`config.mk`:
```
export PLATFORM = sky130hd
export DESIGN_NAME = tte_ctrl
export DESIGN_NICKNAME = d
export VERILOG_FILES = /design/src/sv/tte_pkg.sv /design/src/sv/tte_ctrl.sv
export SDC_FILE = /design/constraint.sdc
export NUM_CORES = 1
export LEC_CHECK = 0
export BUFFER_PORTS_ARGS = -buffer_cell sky130_fd_sc_hd__buf_4
export CAP_MARGIN = 20
export CORE_MARGIN = 2
export CORE_UTILIZATION = 60
export CTS_CLUSTER_DIAMETER = 50
export DETAILED_ROUTE_END_ITERATION = 10
export GPL_TIMING_DRIVEN = 0
export PLACE_DENSITY = 0.8
export SETUP_SLACK_MARGIN = 0.02
export SLEW_MARGIN = 10
export SYNTH_ARGS = -nofsm -noshare
export SYNTH_HDL_FRONTEND = slang
export SYNTH_SLANG_ARGS = --single-unit
```
`constraint.sdc`:
```
create_clock -name clk -period 14 [get_ports clk]
set_input_delay 2.8 -clock clk [delete_from_list [all_inputs] [get_ports clk]]
set_output_delay 2.8 -clock clk [all_outputs]
set_load 0.02 [all_outputs]
```
`src/sv/tte_pkg.sv`:
```
// Shared types, constants and helper functions for the text terminal unit.
// Used by tte_ctrl and text_terminal_with_escapes_unit; no dependencies.
`default_nettype none
package tte_pkg;

	localparam int DEF_CONSOLES      = 4;
	localparam int DEF_ROWS          = 25;
	localparam int DEF_COLUMNS       = 80;
	localparam int DEF_ESCAPE_BUFFER = 16;
	localparam int DEF_MAX_PARAMS    = 8;

	localparam logic [1:0] OP_WRITE = 2'd0;
	localparam logic [1:0] OP_READ  = 2'd1;
	localparam logic [1:0] OP_CLEAR = 2'd2;

	localparam logic [7:0] CH_BS    = 8'd8;
	localparam logic [7:0] CH_LF    = 8'd10;
	localparam logic [7:0] CH_CR    = 8'd13;
	localparam logic [7:0] CH_ESC   = 8'd27;
	localparam logic [7:0] CH_SPACE = 8'h20;
	localparam logic [7:0] CH_ZERO  = 8'h30;
	localparam logic [7:0] CH_NINE  = 8'h39;
	localparam logic [7:0] CH_UA    = 8'h41;
	localparam logic [7:0] CH_UZ    = 8'h5A;
	localparam logic [7:0] CH_LA    = 8'h61;
	localparam logic [7:0] CH_LZ    = 8'h7A;
	localparam logic [7:0] CH_J     = 8'h4A;
	localparam logic [7:0] CH_H     = 8'h48;
	localparam logic [7:0] CH_F     = 8'h66;
	localparam logic [7:0] CH_M     = 8'h6D;
	localparam logic [7:0] ATTR_DEF = 8'h07;
	localparam logic [15:0] PARAM_MAX = 16'hFFFF;

	typedef struct packed {
		logic [1:0] op;
		logic [2:0] con;
		logic [7:0] ch;
		logic [4:0] row;
		logic [6:0] col;
	} item_t;

	typedef struct packed {
		logic [7:0] cell_char;
		logic [7:0] cell_attr;
		logic [4:0] pos_row;
		logic [6:0] pos_col;
		logic       status;
	} res_t;

	// cursor position from a 1-based parameter, clamped to the grid
	function automatic logic [6:0] clamp_pos(logic [15:0] p, logic [7:0] lim);
		logic [15:0] v;
		v = (p == 16'd0) ? 16'd0 : p - 16'd1;
		if (v >= 16'(lim))
			return 7'(lim - 8'd1);
		return 7'(v);
	endfunction

	// apply one select-graphic-rendition parameter to a colour
	function automatic logic [7:0] sgr(logic [7:0] c, logic [15:0] p);
		logic [7:0] r;
		r = c;
		if (p == 16'd0)
			r = ATTR_DEF;
		else if (p >= 16'd30 && p <= 16'd37)
			r = {c[7:4], 4'(p - 16'd30)};
		else if (p >= 16'd90 && p <= 16'd97)
			r = {c[7:4], 4'(p - 16'd82)};
		else if (p >= 16'd40 && p <= 16'd47)
			r = {4'(p - 16'd40), c[3:0]};
		else if (p >= 16'd100 && p <= 16'd107)
			r = {4'(p - 16'd92), c[3:0]};
		return r;
	endfunction

endpackage
`default_nettype wire

```
`src/sv/tte_ctrl.sv`:
```
// Sequencer of the terminal: per-console cursor and escape state, and the
// cell memory access and parameter read-modify-write. Depends on tte_pkg.
`default_nettype none
module tte_ctrl import tte_pkg::*; #(
	parameter int CONSOLES      = DEF_CONSOLES,
	parameter int ROWS          = DEF_ROWS,
	parameter int COLUMNS       = DEF_COLUMNS,
	parameter int ESCAPE_BUFFER = DEF_ESCAPE_BUFFER,
	parameter int MAX_PARAMS    = DEF_MAX_PARAMS,
	localparam int CELLS = ROWS * COLUMNS,
	localparam int TOTAL = CONSOLES * CELLS,
	localparam int CAW   = $clog2(TOTAL),
	localparam int PDEP  = CONSOLES * MAX_PARAMS,
	localparam int PAW   = (PDEP > 1) ? $clog2(PDEP) : 1
) (
	input  wire logic           clk,
	input  wire logic           arst_n,
	input  wire logic           in_valid,
	output logic                in_ready,
	input  wire item_t          in_item,
	input  wire logic           out_free,
	output logic                res_valid,
	output res_t                res,
	output logic                cw_en,
	output logic [CAW-1:0]      cw_addr,
	output logic [15:0]         cw_data,
	output logic [CAW-1:0]      cr_addr,
	input  wire logic [15:0]    cr_data,
	output logic                pw_en,
	output logic [PAW-1:0]      pw_addr,
	output logic [15:0]         pw_data,
	output logic [PAW-1:0]      pr_addr,
	input  wire logic [15:0]    pr_data
);
	localparam int CW = (CONSOLES > 1) ? $clog2(CONSOLES) : 1;

	typedef enum logic [3:0] {
		ST_INIT, ST_IDLE, ST_EXEC, ST_CRD, ST_SWEEP, ST_PEXT, ST_PRD, ST_PUSE, ST_DONE
	} state_t;
	typedef enum logic [1:0] {CMD_J, CMD_H, CMD_M} cmd_t;

	state_t      state_q;
	item_t       it_q;
	logic [CAW-1:0] init_q;
	logic [4:0]  sw_row_q;
	logic [6:0]  sw_col_q;
	logic        sw_one_q;
	logic [7:0]  fill_q;
	logic [3:0]  pidx_q;
	logic [3:0]  plim_q;
	cmd_t        cmd_q;
	logic [7:0]  cc_q;
	logic [7:0]  ca_q;
	logic        bad_q;

	logic [4:0]  row_q    [CONSOLES];
	logic [6:0]  col_q    [CONSOLES];
	logic [4:0]  top_q    [CONSOLES];
	logic [7:0]  colour_q [CONSOLES];
	logic        esc_q    [CONSOLES];
	logic [4:0]  len_q    [CONSOLES];
	logic [3:0]  cnt_q    [CONSOLES];
	logic        run_q    [CONSOLES];

	function automatic logic [4:0] phys(logic [4:0] r, logic [4:0] t);
		logic [5:0] s;
		s = 6'(r) + 6'(t);
		return (s >= 6'(ROWS)) ? 5'(s - 6'(ROWS)) : 5'(s);
	endfunction

	function automatic logic [CAW-1:0] cell_addr(logic [CW-1:0] k, logic [4:0] r,
			logic [6:0] c);
		return CAW'(k) * CAW'(CELLS) + CAW'(r) * CAW'(COLUMNS) + CAW'(c);
	endfunction

	logic [CW-1:0] cidx;
	logic        con_ok;
	logic [4:0]  cur_row, cur_top, top_next;
	logic [6:0]  cur_col;
	logic [7:0]  cur_colour;
	logic        cur_esc, cur_run;
	logic [4:0]  cur_len;
	logic [3:0]  cur_cnt;
	logic        is_digit, is_letter, acc, printable, wrap, rd_in;
	logic [3:0]  digit;
	logic [PAW-1:0] pbase;
	logic [19:0] ext_v;
	logic        wr_op;

	always_comb begin
		cidx       = it_q.con[CW-1:0];
		con_ok     = {1'b0, it_q.con} < 4'(CONSOLES);
		cur_row    = row_q[cidx];
		cur_col    = col_q[cidx];
		cur_top    = top_q[cidx];
		cur_colour = colour_q[cidx];
		cur_esc    = esc_q[cidx];
		cur_run    = run_q[cidx];
		cur_len    = len_q[cidx];
		cur_cnt    = cnt_q[cidx];
		top_next   = (6'(cur_top) + 6'd1 >= 6'(ROWS)) ? 5'd0 : cur_top + 5'd1;
		is_digit   = it_q.ch >= CH_ZERO && it_q.ch <= CH_NINE;
		is_letter  = (it_q.ch >= CH_UA && it_q.ch <= CH_UZ) ||
			(it_q.ch >= CH_LA && it_q.ch <= CH_LZ);
		digit      = 4'(it_q.ch - CH_ZERO);
		acc        = cur_len < 5'(ESCAPE_BUFFER - 1);
		printable  = it_q.ch != CH_ESC && it_q.ch != CH_LF && it_q.ch != CH_CR &&
			it_q.ch != CH_BS;
		wrap       = it_q.ch == CH_LF ||
			(printable && (8'(cur_col) + 8'd1 >= 8'(COLUMNS)));
		rd_in      = (6'(it_q.row) < 6'(ROWS)) && (8'(it_q.col) < 8'(COLUMNS));
		pbase      = PAW'(cidx) * PAW'(MAX_PARAMS);
		wr_op      = state_q == ST_EXEC && con_ok && it_q.op == OP_WRITE;
		ext_v      = 20'(pr_data) * 20'd10 + 20'(digit);

		cw_en   = 1'b0;
		cw_addr = cell_addr(cidx, phys(cur_row, cur_top), cur_col);
		cw_data = {cur_colour, it_q.ch};
		if (state_q == ST_INIT) begin
			cw_en   = 1'b1;
			cw_addr = init_q;
			cw_data = {ATTR_DEF, CH_SPACE};
		end else if (state_q == ST_SWEEP) begin
			cw_en   = 1'b1;
			cw_addr = cell_addr(cidx, sw_row_q, sw_col_q);
			cw_data = {fill_q, CH_SPACE};
		end else if (wr_op && !cur_esc && printable) begin
			cw_en = 1'b1;
		end
		cr_addr = cell_addr(cidx, phys(it_q.row, cur_top), it_q.col);

		pr_addr = (state_q == ST_PRD) ? pbase + PAW'(pidx_q) : pbase + PAW'(cur_cnt - 4'd1);
		pw_en   = 1'b0;
		pw_addr = pbase + PAW'(cur_cnt);
		pw_data = 16'(digit);
		if (wr_op && cur_esc && acc && is_digit && !(cur_run && cur_cnt != 4'd0) &&
				cur_cnt < 4'(MAX_PARAMS)) begin
			pw_en = 1'b1;
		end else if (state_q == ST_PEXT) begin
			pw_en   = 1'b1;
			pw_addr = pbase + PAW'(cur_cnt - 4'd1);
			pw_data = (ext_v > 20'(PARAM_MAX)) ? PARAM_MAX : 16'(ext_v);
		end

		in_ready  = state_q == ST_IDLE;
		res_valid = state_q == ST_DONE && out_free;
		if (bad_q)
			res = '{cell_char: 8'd0, cell_attr: 8'd0, pos_row: 5'd0, pos_col: 7'd0,
				status: 1'b1};
		else
			res = '{cell_char: cc_q, cell_attr: ca_q, pos_row: cur_row,
				pos_col: cur_col, status: 1'b0};
	end

	always_ff @(posedge clk or negedge arst_n) begin
		if (!arst_n) begin
			state_q  <= ST_INIT;
			init_q   <= '0;
			sw_row_q <= '0;
			sw_col_q <= '0;
			sw_one_q <= 1'b0;
			pidx_q   <= '0;
			plim_q   <= '0;
			cmd_q    <= CMD_J;
			bad_q    <= 1'b0;
			for (int i = 0; i < CONSOLES; i++) begin
				row_q[i]    <= '0;
				col_q[i]    <= '0;
				top_q[i]    <= '0;
				colour_q[i] <= ATTR_DEF;
				esc_q[i]    <= 1'b0;
				len_q[i]    <= '0;
				cnt_q[i]    <= '0;
				run_q[i]    <= 1'b0;
			end
		end else begin
			case (state_q)
				ST_INIT: begin
					init_q <= init_q + CAW'(1);
					if (init_q == CAW'(TOTAL - 1))
						state_q <= ST_IDLE;
				end
				ST_IDLE: begin
					if (in_valid) begin
						it_q    <= in_item;
						state_q <= ST_EXEC;
					end
				end
				ST_EXEC: begin
					bad_q   <= !con_ok;
					cc_q    <= 8'd0;
					ca_q    <= 8'd0;
					state_q <= ST_DONE;
					if (con_ok) begin
						case (it_q.op)
							OP_READ: begin
								if (rd_in) begin
									state_q <= ST_CRD;
								end else begin
									cc_q <= CH_SPACE;
									ca_q <= ATTR_DEF;
								end
							end
							OP_CLEAR: begin
								row_q[cidx]    <= '0;
								col_q[cidx]    <= '0;
								top_q[cidx]    <= '0;
								colour_q[cidx] <= ATTR_DEF;
								esc_q[cidx]    <= 1'b0;
								len_q[cidx]    <= '0;
								cnt_q[cidx]    <= '0;
								run_q[cidx]    <= 1'b0;
								sw_row_q       <= '0;
								sw_col_q       <= '0;
								sw_one_q       <= 1'b0;
								fill_q         <= ATTR_DEF;
								state_q        <= ST_SWEEP;
							end
							OP_WRITE: begin
								if (!cur_esc) begin
									if (it_q.ch == CH_ESC) begin
										esc_q[cidx] <= 1'b1;
										len_q[cidx] <= '0;
										cnt_q[cidx] <= '0;
										run_q[cidx] <= 1'b0;
									end else if (it_q.ch == CH_CR) begin
										col_q[cidx] <= '0;
									end else if (it_q.ch == CH_BS) begin
										if (cur_col != 7'd0)
											col_q[cidx] <= cur_col - 7'd1;
									end else if (wrap) begin
										col_q[cidx] <= '0;
										if (6'(cur_row) + 6'd1 >= 6'(ROWS)) begin
											// scroll: rotate the top row and blank it
											row_q[cidx] <= 5'(ROWS - 1);
											top_q[cidx] <= top_next;
											sw_row_q    <= cur_top;
											sw_col_q    <= '0;
											sw_one_q    <= 1'b1;
											fill_q      <= cur_colour;
											state_q     <= ST_SWEEP;
										end else begin
											row_q[cidx] <= cur_row + 5'd1;
										end
									end else begin
										col_q[cidx] <= cur_col + 7'd1;
									end
								end else begin
									if (acc) begin
										len_q[cidx] <= cur_len + 5'd1;
										if (is_digit) begin
											if (cur_run && cur_cnt != 4'd0) begin
												state_q <= ST_PEXT;
											end else if (cur_cnt < 4'(MAX_PARAMS)) begin
												cnt_q[cidx] <= cur_cnt + 4'd1;
												run_q[cidx] <= 1'b1;
											end
										end else begin
											run_q[cidx] <= 1'b0;
										end
									end
									if (is_letter) begin
										esc_q[cidx] <= 1'b0;
										pidx_q      <= '0;
										if (it_q.ch == CH_J) begin
											cmd_q  <= CMD_J;
											plim_q <= 4'd1;
											if (cur_cnt != 4'd0)
												state_q <= ST_PRD;
										end else if (it_q.ch == CH_H || it_q.ch == CH_F) begin
											cmd_q       <= CMD_H;
											row_q[cidx] <= '0;
											col_q[cidx] <= '0;
											plim_q      <= (cur_cnt >= 4'd2) ? 4'd2 : cur_cnt;
											if (cur_cnt != 4'd0)
												state_q <= ST_PRD;
										end else if (it_q.ch == CH_M) begin
											cmd_q  <= CMD_M;
											plim_q <= cur_cnt;
											if (cur_cnt != 4'd0)
												state_q <= ST_PRD;
										end
									end
								end
							end
							default: begin
								state_q <= ST_DONE;
							end
						endcase
					end
				end
				ST_CRD: begin
					cc_q    <= cr_data[7:0];
					ca_q    <= cr_data[15:8];
					state_q <= ST_DONE;
				end
				ST_SWEEP: begin
					if (8'(sw_col_q) == 8'(COLUMNS - 1)) begin
						sw_col_q <= '0;
						if (sw_one_q || 6'(sw_row_q) == 6'(ROWS - 1))
							state_q <= ST_DONE;
						else
							sw_row_q <= sw_row_q + 5'd1;
					end else begin
						sw_col_q <= sw_col_q + 7'd1;
					end
				end
				ST_PEXT: begin
					state_q <= ST_DONE;
				end
				ST_PRD: begin
					state_q <= ST_PUSE;
				end
				ST_PUSE: begin
					state_q <= ST_DONE;
					if (5'(pidx_q) + 5'd1 < 5'(plim_q)) begin
						pidx_q  <= pidx_q + 4'd1;
						state_q <= ST_PRD;
					end
					case (cmd_q)
						CMD_J: begin
							if (pr_data == 16'd2) begin
								row_q[cidx] <= '0;
								col_q[cidx] <= '0;
								top_q[cidx] <= '0;
								sw_row_q    <= '0;
								sw_col_q    <= '0;
								sw_one_q    <= 1'b0;
								fill_q      <= cur_colour;
								state_q     <= ST_SWEEP;
							end
						end
						CMD_H: begin
							if (pidx_q == 4'd0)
								row_q[cidx] <= 5'(clamp_pos(pr_data, 8'(ROWS)));
							else
								col_q[cidx] <= clamp_pos(pr_data, 8'(COLUMNS));
						end
						CMD_M: begin
							colour_q[cidx] <= sgr(cur_colour, pr_data);
						end
						default: begin
							state_q <= ST_DONE;
						end
					endcase
				end
				ST_DONE: begin
					if (out_free)
						state_q <= ST_IDLE;
				end
				default: begin
					state_q <= ST_IDLE;
				end
			endcase
		end
	end
endmodule
`default_nettype wire
```
# Word-level counts from Yosys, hierarchy flattened
# Index checks and enable logic that the tools add are counted.
# totals
reg_bits	234
in_bits	61
out_inout_bits	101
wordCells	520
# classes
n_addsub	35
multipliers	5
n_lt_le_gt_ge	31
eq_ne	70
muxes	249
bitwise	20
reduce_logical	61
# op_table
cell	n
$mux 20	24
$mux 28	12
$pmux 20 s2	6
$mux 16	12
$mux 4	44
$pmux 28 s2	3
$mux 8	19
$mux 5	29
$mux 7	18
$mux 32	3
$bwmux 28	3
$and 20x20->20	4
$bwmux 20	4
$pmux 32 s2	1
$pmux 8 s2	4
$ge 16x7->1 const B	3
$not 20->20	2
$add 13x12->13	3
$add 13x7->13	3
$ne 3x3->1 const B	12
$reduce_and 11->1	3
$bwmux 32	1
$eq 8x7->1 const B	4
$ge 16x5->1 const B	2
other kinds (118)	252

# Longest topological paths before layout
# depth
word_depth	18
mapped_depth	28
depth_no_buf	25

# Least setup slack after synthesis
# Ideal clock, no wire load.
# synth_path
path_kind	flip-flop to output port
start	register it_q (netlist bit cidx[0])
end	output cw_addr[12]
arrival_ps	6954
t_required_ps	11200
path_slack_ps	4246
path_stages_with_launch	27
n_path_buf	3
cell_sequence	edfxtp_1 > buf_6 > buf_2 > buf_2 > mux4_2 > ha_1 > fa_1 > a21o_1 > a21oi_1 > xnor2_1 > o21a_1 > mux2_2 > a221o_1 > o31ai_1 > xnor2_1 > ha_1 > ha_1 > fa_1 > ha_1 > ha_1 > nor2b_1 > o21a_1 > o41ai_1 > xor2_1 > mux2i_1 > xnor2_1 > o21ai_0
# synth_between
elab_chain_len	12
word_cells_on_any_way	22
classes_between	add/sub (6); mul (2); order compare (1); mux (12); bitwise (1)
# synth_rtl
item	line	text
start, declared	tte_ctrl.sv:43	item_t it_q;
start signal, assigned	tte_ctrl.sv:185	it_q <= in_item;
$not 2->3 (implied by the code)	tte_ctrl.sv:93, tte_ctrl.sv:94, tte_ctrl.sv:95	
$bmux 5 s2 (on tied branches)	tte_ctrl.sv:93, tte_ctrl.sv:95	
$mux 5 (on tied branches) (2 in a row)	tte_ctrl.sv:93, tte_ctrl.sv:95	
$add 5x5->6	tte_ctrl.sv:67	s = 6'(r) + 6'(t);
$sub 5x5->5 / $ge 6x5->1 (equally long branches)	tte_ctrl.sv:68	return (s >= 6'(ROWS)) ? 5'(s - 6'(ROWS)) : 5'(s);
$mux 5	tte_ctrl.sv:68	
$mul 5x3->8	tte_ctrl.sv:73	return CAW'(k) * CAW'(CELLS) + CAW'(r) * CAW'(COLUMNS) + CAW'(c);
$add 13x12->13	tte_ctrl.sv:73	
$add 13x7->13	tte_ctrl.sv:73	
$mux 13 (*)	tte_ctrl.sv:123	end else if (state_q == ST_SWEEP) begin
$mux 13 (*)	tte_ctrl.sv:119	if (state_q == ST_INIT) begin
end, declared	tte_ctrl.sv:25	output logic [CAW-1:0] cw_addr,
# Mark *: on every way between the ends. The rest lies on a longest branch, timed or not. The select of a mux whose other input is x is not followed.

# Worst setup path in the final report
# layout_path
start	register it_q (netlist bit cidx[1])
end	output cw_addr[12]
# Same word-level chain as after synthesis.

==> flow_summary.yaml <==
floorplan:
  die_y_um: 177
  dieWidth_um: 177
  boundaryPins: 162
  design.die.area_um2: 31400
  initial_core_util_pct: 60.9
  design.core.area_um2: 29600
  floorplan.rows: 63
yosys:
  ys_seq_elements: 234
  postSynth.asyncResetShare_pct: 79.1
  largest_family_of_logic_cells_by_synthesized_area: "compound AO/OA/AOI/OAI gates"
  post_synth_edffs: 49
  synth_warnings: 0
  syn_nets: 2113
  post_synth_xor_area_fraction_pct: 4.58
  yosys-mux-area-fraction_pct: 9.32
  synthesis.instances: 1888
  syn-cell-area_um2: 18000
  synth_simple_gate_area_share_pct: 16.7
  synth-compound-area-share_pct: 19.0
  yosys.area_share.adder_pct: 12.2
  synth.distinct_cells: 94
  sequential_cell_area_fraction_in_the_yosys_report_pct: 34.0
  syn-mean-instance-area_um2: 9.53
  synth-main-ff-cell: "dfrtp_1"
setup_path:
  rr_endpoint: "cnt_q[4]"
  worst-setup-path-type: "reg2out"
  end_kind: "primary output"
  r2r-start: "cidx[1]"
  setup.worst_path.end: "cw_addr[12]"
  timing.critical_path.required_ps: 11200
  ff2ff_path_depth: 13
  arrival_time_worst_endpoint_ps: 9080
  rrSetupSlack_ps: 8060
  worstSetupStartpointType: "flop"
  crit_fanout: 10
  crit_start: "cidx[1]"
drt:
  firstDrtPassIters: 7
  viasPerCell: 6.59
  wirelength_um: 55600
  route.antenna.remaining_nets: 0
  drc: 0
  drt_iter0_drcs: 1824
  via_count: 16500
  drt-wirelength-per-cell_um: 22.2
cts:
  worst_setup_hold_path_clk_slew_ps: 60
  clock-root-buffer: "clkbuf_16"
  post_cts_hold_buffer_count: 0
  worst_skew_pair.late_latency_ps: 560
  postCtsResizedCells: 0
  htree_levels: 1
  clock_sink_count: 234
  ctsLongestPathBuffers: 3
  cts_tree: "built"
  cts_setup_buffers: 0
  cts_buffers: 30
placed_design:
  numPortBuffers: 161
  place.gp.congestion: 1.05
  dp_hpwl_um: 41700
  dpl-instance-area_um2: 19800
  place_inst: 2442
power_and_ir_drop:
  leakage_nw: 9.44
  ir_worst_vdd_mv: 0.228
  powerDensity_nw_per_um2: 117
finish:
  layout.cells.non_filler: 2499
  design.final.nets: 2312
  post-route-util_pct: 70.3
  fill_count: 2252
  num_antenna_cells: 0
  finalInstanceArea_um2: 20800
  fraction_of_final_layout_cells_with_drive_strength_greater_than_1_pct: 18.0
  area_delta_synth_final_pct: 15.6
timing:
  report.final.slew_viol_count: 0
  fin_setup_tns_ps: 0
  setup_viol_count_final: 0
  unrepaired_setup_endpoints_after_global_routing: "no"
  finalCriticalPeriod_ps: 11880
  max_clk_rate_ghz: 0.0841
  max_slew_margin_pct: 35.2
  timing_worst_slew_pin_value_ps: 965
  worst_setup_skew_after_layout_ps: 20.3
  finalHoldViolations: 0
  final.period_utilization_pct: 84.9
global_routing:
  grt_util_met3_pct: 5.33
  met2_resource_use_gr_pct: 57.1
  grt_overflow: 0
  first_global_vias: 16100
  grtUsageMet1_pct: 47.2
  grt_start_max_net_pins: 103
  global_route.peak_usage_layer: "met2"
  grt_usage_pct: 35.1
  grt_first_pass_wirelength_um: 86100
  grt_antenna_before_repair: 0
min_path:
  hold_class: "reg2reg"
flow_run:
  maxCapViolations: 0
run_status:
  run_status: "finished, final reports clean"
## worst min path at each step
| stage | depth (start not counted) | startpoint | to |
|---|---|---|---|
| final | 2 | len_q[11] | len_q[11] |
| after global routing | 2 | len_q[10] | len_q[10] |
| after CTS | 2 | len_q[2] | len_q[2] |
| after detailed placement | 2 | len_q[2] | len_q[2] |
| after global placement | 2 | len_q[13] | len_q[13] |
| after floorplan | 2 | len_q[5] | len_q[5] |
## critical path, stage by stage (launching register included)
cell and delay, ps:
edfxtp_1 780, buf_2 450, buf_1 600, clkbuf_1 790
mux4_2 540, ha_1 260, fa_1 400, a21o_1 200
a21oi_1 180, xnor2_1 140, o21a_1 150, mux2_2 280
a221o_1 380, o31ai_1 120, xnor2_1 240, ha_1 300
ha_1 230, fa_1 440, ha_1 290, ha_1 340
nor2b_1 150, o21a_1 200, o41ai_1 350, xor2_1 180
mux2i_1 100, xnor2_1 140, o21ai_0 150, buf_4 160
## flip-flops by register name, summed over array words and instances, names as in the netlist, 13 cells and up, named ones only
register / cells
colour_q: 32
col_q: 28
it_q: 23
len_q: 20
row_q: 20
top_q: 20
cnt_q: 16
init_q: 13
## logic make-up after synthesis
family	count (synthesis)
buffers and inverters	179
xor gates and xnor gates	94
and+or+nand+nor	624
muxes	109
adders and majority gates	164
DFF	234
AOI/OAI and AO/OA	484
## per-stage QoR
| step | hold WS, ps | setup slack [ps] | total power [mW] |
|---|---|---|---|
| global placement | 455 | 2990 | 1.62 |
| CTS | 480 | 2250 | 2.43 |
| global route | 503 | 1770 | 2.56 |
| detailed placement | 466 | 2830 | 1.65 |
| finish | 480 | 2120 | 2.43 |
| floorplan | 440 | 4250 | 1.35 |
## synthesized netlist by cell type (31+ instances only)
master / count / area share (%)
nand2_1: 225 / 4.7
dfrtp_1: 173 / 24
ha_1: 144 / 10
nor2_1: 135 / 2.8
a21oi_1: 107 / 3.0
inv_1: 93 / 1.9
o21ai_0: 87 / 2.4
xnor2_1: 63 / 3.1
clkbuf_1: 58 / 1.2
edfxtp_1: 49 / 8.2
nor2b_1: 46 / 1.6
nand3_1: 43 / 1.2
and2_1: 38 / 1.3
mux2_2: 38 / 2.4
mux4_2: 35 / 4.4
a22o_1: 31 / 1.5
a31oi_1: 31 / 1.1
xor2_1: 31 / 1.5
## metal layers
| layer | part of all wire [%] | vias up | wire length, µm |
|---|---|---|---|
| met1 | 40 | 8012 | 22400 |
| met3 | 9.5 | 174 | 5300 |
| met4 | 4.0 | 0 | 2200 |
| li1 | - | 7330 | - |
| met2 | 46 | 949 | 25700 |
| met5 | 0 | - | 0 |
## report_power, final
group          switching [mW]  total (mW)  leakage (nW)  internal, mW
Sequential             0.0430       0.766          2.93         0.723
Clock                   0.309       0.782         0.487         0.473
Combinational           0.501       0.882          6.01         0.381
Total                   0.853        2.43          9.44          1.58
## layout make-up
class / instances / area [µm²] / area share [%]
multi-input cells: 1475 / 11100 / 53.6
clock inverters: 16 / 184 / 0.885
plain buffers: 84 / 400 / 1.93
clock buffers: 38 / 822 / 3.95
well taps: 390 / 488 / 2.35
repair buffers: 167 / 1280 / 6.14
flip-flops and latches: 234 / 6120 / 29.4
inverters: 95 / 357 / 1.72
## layout by cell type (no fill, tap or decap), drive strengths merged, types with 11 or more instances in the layout
| cell | count |
|---|---|
| nor2 | 135 |
| buf | 191 |
| dfstp | 12 |
| nand3 | 44 |
| nand4 | 11 |
| mux2i | 16 |
| a21oi | 108 |
| dfrtp | 173 |
| and3 | 21 |
| o21ai | 94 |
| a31oi | 32 |
| ha | 144 |
| and2 | 41 |
| fa | 20 |
| o31ai | 24 |
| xor2 | 31 |
| o21a | 14 |
| a32o | 17 |
| mux2 | 58 |
| xnor2 | 63 |
| inv | 99 |
| edfxtp | 49 |
| clkbuf | 98 |
| a221oi | 23 |
| o211ai | 20 |
| nand2 | 226 |
| nand2b | 16 |
| a21o | 29 |
| nor2b | 46 |
| mux4 | 35 |
| a22o | 31 |
| nor3 | 30 |
Note: power is estimated with default switching activity, not from simulation.
